## src/rtl/keq_pkg.sv

```systemverilog
// ----------------------------------------------------------------------------
// keq_pkg
// Shared widths, codes and control types of the key event queue.
// ----------------------------------------------------------------------------
`default_nettype none

package keq_pkg;

	localparam int QUEUE_DEPTH = 256;
	localparam int NUM_KEYS    = 768;

	localparam int ACTION_W = 2;
	localparam int TYPE_W   = 5;
	localparam int CODE_W   = 10;
	localparam int VALUE_W  = 16;
	localparam int STATE_W  = 8;
	localparam int COUNT_W  = 9;
	localparam int THR_W    = 8;
	localparam int ACC_W    = 18;

	localparam logic [THR_W-1:0] THR_RESET = 8'd3;

	localparam logic [TYPE_W-1:0] TYPE_SYNC = 5'd0;
	localparam logic [TYPE_W-1:0] TYPE_KEY  = 5'd1;
	localparam logic [TYPE_W-1:0] TYPE_REL  = 5'd2;

	localparam logic [CODE_W-1:0] AXIS_Y        = 10'd1;
	localparam logic [CODE_W-1:0] FAKE_KEY_DOWN = 10'd108;
	localparam logic [CODE_W-1:0] FAKE_KEY_UP   = 10'd103;

	typedef enum logic [ACTION_W-1:0] {
		ACT_EVENT = 2'd0,
		ACT_POP   = 2'd1,
		ACT_CLEAR = 2'd2,
		ACT_READ  = 2'd3
	} action_t;

	typedef struct packed {
		logic capture;
		logic commit;
		logic sweep;
	} cmd_t;

	typedef struct packed {
		logic sweep_last;
	} sts_t;

endpackage

`default_nettype wire

```

## src/rtl/keq_ctrl.sv

```systemverilog
// ----------------------------------------------------------------------------
// keq_ctrl
// Sequencer: clearing pass after reset, capture, execute, output handshake.
// ----------------------------------------------------------------------------
`default_nettype none

module keq_ctrl (
	input  wire logic          clk,
	input  wire logic          arst_n,
	input  wire logic          in_valid,
	output logic               in_ready,
	output logic               out_valid,
	input  wire logic          out_ready,
	output keq_pkg::cmd_t      cmd,
	input  wire keq_pkg::sts_t sts
);

	typedef enum logic [1:0] {
		S_SWEEP,
		S_IDLE,
		S_EXEC
	} state_t;

	state_t state_q;
	logic   out_valid_q;
	logic   out_free;

	assign out_free    = !out_valid_q || out_ready;
	assign in_ready    = (state_q == S_IDLE);
	assign out_valid   = out_valid_q;
	assign cmd.sweep   = (state_q == S_SWEEP);
	assign cmd.capture = in_valid && (state_q == S_IDLE);
	assign cmd.commit  = (state_q == S_EXEC) && out_free;

	always_ff @(posedge clk or negedge arst_n) begin
		if (!arst_n) begin
			state_q     <= S_SWEEP;
			out_valid_q <= 1'b0;
		end else begin
			if (cmd.commit) begin
				out_valid_q <= 1'b1;
			end else if (out_ready) begin
				out_valid_q <= 1'b0;
			end
			case (state_q)
				S_SWEEP: begin
					if (sts.sweep_last) begin
						state_q <= S_IDLE;
					end
				end
				S_IDLE: begin
					if (in_valid) begin
						state_q <= S_EXEC;
					end
				end
				S_EXEC: begin
					if (out_free) begin
						state_q <= S_IDLE;
					end
				end
				default: begin
					state_q <= S_SWEEP;
				end
			endcase
		end
	end

endmodule

`default_nettype wire

```

## config.mk

```make
export PLATFORM = sky130hd
export DESIGN_NAME = keq_ctrl
export DESIGN_NICKNAME = d
export VERILOG_FILES = /design/src/rtl/keq_pkg.sv /design/src/rtl/keq_ctrl.sv
export SDC_FILE = /design/constraint.sdc
export NUM_CORES = 1
export LEC_CHECK = 0
export BUFFER_PORTS_ARGS = -buffer_cell sky130_fd_sc_hd__buf_4
export CAP_MARGIN = 30
export CORE_AREA = 3 3 40 42
export CTS_CLUSTER_DIAMETER = 150
export DETAILED_ROUTE_END_ITERATION = 10
export DIE_AREA = 0 0 43 45
export SLEW_MARGIN = 20
export SYNTH_ARGS = -nofsm -noshare
export SYNTH_HDL_FRONTEND = slang
export SYNTH_SLANG_ARGS = --single-unit
```

## constraint.sdc

```tcl
create_clock -name clk -period 1.8 [get_ports clk]
set_input_delay 0.36 -clock clk [delete_from_list [all_inputs] [get_ports clk]]
set_output_delay 0.36 -clock clk [all_outputs]
set_load 0.1 [all_outputs]
```

==> results.json, run 1 <==
{
  "core_um2": 1280,
  "rows": 13,
  "dp_cells": 40,
  "drive_gt1_frac": 0.533,
  "finalClockSkew_ps": 0.132,
  "hold_viol": 0,
  "cp.arrival_ps": 1250,
  "fin_cells": 45,
  "layout.nets": 36,
  "cts_buffers": 3,
  "min_period_ps": 1610,
  "fp.dieH_um": 45,
  "dieArea_um2": 1940,
  "yosys.area.top_type_share": 0.492,
  "gp_congestion": 0.656,
  "nFillCells": 141,
  "post_drt_wl_per_cell_um": 8.31,
  "rsz0062_at_grt": "no",
  "clk_latency_ps": 230,
  "synth-seq-cells": 3,
  "grt_max_degree": 8,
  "die_x_um": 43,
  "synth_edf_count": 0,
  "multi_input_area_um2": 82.6,
  "path_max_fanout": 5,
  "grt_pass1_vias": 155,
  "cap_violations": 0,
  "hpwl_um": 305,
  "syn_area_per_cell_um2": 9.54,
  "h-tree-depth": 1,
  "drtPass1Iterations": 2,
  "ys_warn_count": 0,
  "max_freq_mhz": 622,
  "hold_class": "in2reg",
  "root_buffer": "clkbuf_4",
  "start_util": 0.119,
  "postCtsSetupRepairBufs": 0,
  "cts_hold_buffers": 1,
  "initialDrtViolationCount": 3,
  "port-buffer-count": 9,
  "postSynthNetCount": 21,
  "slew_violations": 0,
  "syn_to_final_growth_pct": 91.0,
  "synth_top_cell_by_area": "dfrtp_1",
  "grt_overflow": 0,
  "crit_path_start_kind": "register",
  "async_flop_share": 1.00,
  "fin_crit_sh": 0.893,
  "endpoint_kind": "output pin",
  "antenna_cells": 0,
  "grt.total_usage": 0.0492,
  "drcViolationCount": 0,
  "yosys_most_used_dff": "dfrtp_1",
  "io_pins": 10,
  "synth.distinct_cells": 11,
  "clockBufferDepth": 2,
  "routed_via_density": 3.56,
  "wl_um": 374,
  "cp_data_required_time_ps": 1440,
  "cts.repair.resized": 0,
  "vias": 160,
  "criticalPathCategory": "reg2out",
  "synthCells": 16,
  "synth.area.top_cells": "dfrtp_1 49%, inv_1 7.4%, and3b_2 6.6%",
  "ant_nets": 0,
  "clk_pin_slew_ps": 40,
  "grt_pass1_wl_um": 600,
  "slew_headroom": 0.815,
  "synthTopCellsByCount": "3 x dfrtp_1, 3 x inv_1, 2 x nor2_1",
  "tritoncts": "built",
  "synth.yosys.seq_area_share": 0.492,
  "antenna_found_initial": 0,
  "status": "finished, final reports clean",
  "max_slew.worst_pin.slew_ps": 280,
  "setup_viol": 0,
  "syn_area_um2": 153,
  "seq_area_um2": 75.1,
  "cts.sinks": 3
}
-- critical path: stages (launching register included) --
cell and delay (ps):
dfrtp_1 410, nand2b_1 200, a21oi_4 120, buf_4 290
-- flip-flops by register name, summed over array words and instances (netlist names) --
name and cells:
out_valid 1, state_q 2
-- metrics by stage --
stage | area (µm²) | hold WS [ps] | setup TNS [ps] | setup slack (ps) | util
floorplan | 169 | 64.4 | -54.0 | -54.0 | -
global placement | 255 | 151 | 0 | 435 | 0.199
detailed placement | 255 | 151 | 0 | 436 | 0.199
CTS | 292 | 320 | 0 | 180 | 0.227
global route | 292 | 330 | 0 | 127 | 0.227
finish | 292 | 324 | 0 | 193 | 0.227
-- per-layer routing --
metal / vias up / track usage / wire length, µm / share of wire
li1: 84 / - / - / -
met3: 0 / 0.0438 / 45 / 0.12
met1: 70 / 0.0413 / 151 / 0.40
met4: 0 / 0.0723 / 0 / 0
met5: - / 0 / 0 / 0
met2: 6 / 0.0569 / 177 / 0.47
-- layout by cell type (no fill, tap or decap), drive strengths merged --
master / synthesis / layout
buf: 0 / 9
clkbuf: 0 / 4
inv: 3 / 3
dfrtp: 3 / 3
nor2: 2 / 2
and3b: 2 / 2
nand2b: 1 / 1
a21oi: 1 / 1
o21ai: 1 / 1
o21bai: 1 / 1
o32ai: 1 / 1
a21o: 1 / 1
dlygate4sd3: 0 / 1
-- final timing paths --
| path | depth (start not counted) | to | startpoint | slack [ps] |
|---|---|---|---|---|
| max in group asynchronous | 2 | out_valid$_DFFE_PN0P_ | arst_n | 1260 |
| min | 2 | state_q[0]$_DFFE_PN0P_ | in_valid | 320 |
| min in group asynchronous | 2 | state_q[0]$_DFFE_PN0P_ | arst_n | 450 |
| max reg2reg | 2 | state_q[1]$_DFFE_PN0P_ | state_q[1]$_DFFE_PN0P_ | 820 |
| max | 3 | cmd[1] | state_q[0]$_DFFE_PN0P_ | 190 |
| min reg2reg | 2 | out_valid$_DFFE_PN0P_ | out_valid$_DFFE_PN0P_ | 600 |
-- cells by family after synthesis --
kind of cell           Yosys count  synth area share
flip-flops                       3             0.492
buffers and inverters            3            0.0738
AND/OR/NAND/NOR                  5             0.213
AO/OA/AOI/OAI                    5             0.221
-- area by class of cell --
| class | count | area share |
|---|---|---|
| timing repair buffer | 10 | 0.266 |
| inverter | 3 | 0.0386 |
| clock buffer | 4 | 0.0901 |
| tap | 15 | 0.0644 |
| multi-input combinational | 10 | 0.283 |
| sequential | 3 | 0.258 |
Power of run 1 is not shown: default switching activity piles up to over one toggle a cycle in this logic, so the estimate is an artifact.
==> run 2, diff against run 1 <==
--- a/config.mk
+++ b/config.mk
@@ -11,6 +11,7 @@
 export CTS_CLUSTER_DIAMETER = 150
 export DETAILED_ROUTE_END_ITERATION = 10
 export DIE_AREA = 0 0 43 45
+export PLACE_DENSITY = 0.3
 export SLEW_MARGIN = 20
 export SYNTH_ARGS = -nofsm -noshare
 export SYNTH_HDL_FRONTEND = slang
==> results.json, run 2 (synthesized netlist as in run 1, its figures left out) <==
{
  "cts.sinks": 3,
  "path_max_fanout": 5,
  "start_util": 0.119,
  "reg2reg_slack_ps": 820,
  "max_freq_mhz": 618,
  "ant_nets": 0,
  "dp_cells": 40,
  "layout.nets": 36,
  "min_period_ps": 1620,
  "final_cell_mix": "9 x buf_4, 3 x inv_1, 3 x clkbuf_4, 3 x dfrtp_1, 2 x nor2_2",
  "cp_data_required_time_ps": 1440,
  "setup_tns_ps": 0,
  "drive_gt1_frac": 0.533,
  "finalClockSkew_ps": 3.07,
  "endpoint_kind": "output pin",
  "status": "finished, final reports clean",
  "criticalPathCategory": "reg2out",
  "crit_path_start_kind": "register",
  "syn_to_final_growth_pct": 91.0,
  "cap_violations": 0,
  "fin_crit_sh": 0.899,
  "die_x_um": 43,
  "placed_area_um2": 255,
  "core_um2": 1280,
  "vias": 156,
  "grt.total_usage": 0.0467,
  "grt_max_degree": 8,
  "cts_buffers": 3,
  "crit_buf_inv": 1,
  "slew_violations": 0,
  "clockBufferDepth": 2,
  "rows": 13,
  "dieArea_um2": 1940,
  "post_drt_wl_per_cell_um": 8.51,
  "hpwl_um": 314,
  "critical_path.max_stage_delay_ps": 410,
  "hold_viol": 0,
  "clk_latency_ps": 230,
  "grt_overflow": 0,
  "dp_slack_ps": 421,
  "finalInstanceArea_um2": 292,
  "wl_um": 383,
  "postCtsSetupRepairBufs": 0,
  "worst_path_max_delay_cell": "dfrtp_1",
  "drtPass1Iterations": 1,
  "antenna_found_initial": 0,
  "fin_cells": 45,
  "cp_top_family": "flip-flops",
  "tritoncts": "built",
  "grt_pass1_vias": 150,
  "h-tree-depth": 1,
  "largest_reg_flops": 2,
  "setup_viol": 0,
  "root_buffer": "clkbuf_4",
  "layout_commonest_cell": "buf_4",
  "grt_pass1_wl_um": 579,
  "slew_headroom": 0.815,
  "hold_class": "in2reg",
  "drcViolationCount": 0,
  "cp.arrival_ps": 1260,
  "clk_pin_slew_ps": 40,
  "port-buffer-count": 9,
  "crit_chain": "nand2b_1 > a21oi_4 > buf_4",
  "max_slew.worst_pin.slew_ps": 280,
  "routed_via_density": 3.47,
  "rsz0062_at_grt": "no",
  "gp_congestion": 0.597,
  "initialDrtViolationCount": 0,
  "top_register": "state_q",
  "setup_ws_ps": 182,
  "io_pins": 10,
  "fp.dieH_um": 45,
  "antenna_cells": 0
}
## run 2: path summary, 6_finish.rpt
check / from / end / cells past startpoint
min in group asynchronous: arst_n / state_q[0]$_DFFE_PN0P_ / 2
max: state_q[0]$_DFFE_PN0P_ / cmd[1] / 3
max reg2reg: state_q[1]$_DFFE_PN0P_ / state_q[1]$_DFFE_PN0P_ / 2
max in group asynchronous: arst_n / out_valid$_DFFE_PN0P_ / 2
min reg2reg: out_valid$_DFFE_PN0P_ / out_valid$_DFFE_PN0P_ / 2
min: in_valid / state_q[0]$_DFFE_PN0P_ / 2
## run 2: final cells by class
| type | instances | area, µm² |
|---|---|---|
| Multi-Input combinational cell | 10 | 82.6 |
| Sequential cell | 3 | 75.1 |
| Tap cell | 15 | 18.8 |
| Clock buffer | 4 | 26.3 |
| Fill cell | 149 | 993 |
| Timing Repair Buffer | 10 | 77.6 |
| Inverter | 3 | 11.3 |
## run 2: timing repair
item	CTS	global route
hold endpoints to repair	3	0
hold buffers	1	0
resized for setup	0	0
## run 2: per-stage QoR
step / hold slack, ps / utilization
2_1_floorplan: 64.4 / -
3_3_place_gp: 152 / 0.199
3_5_place_dp: 153 / 0.199
4_1_cts: 321 / 0.227
5_1_grt: 332 / 0.227
6_report: 328 / 0.227
## run 2: metal layers
layer,vias up,wire [µm],track usage,part of all wire
met1,63,160,0.0485,0.42
met3,0,58,0.0359,0.15
met2,7,164,0.0449,0.43
met4,0,0,0.0723,0
li1,86,-,-,-
met5,-,0,0,0
Power of run 2 is left out for the same reason.
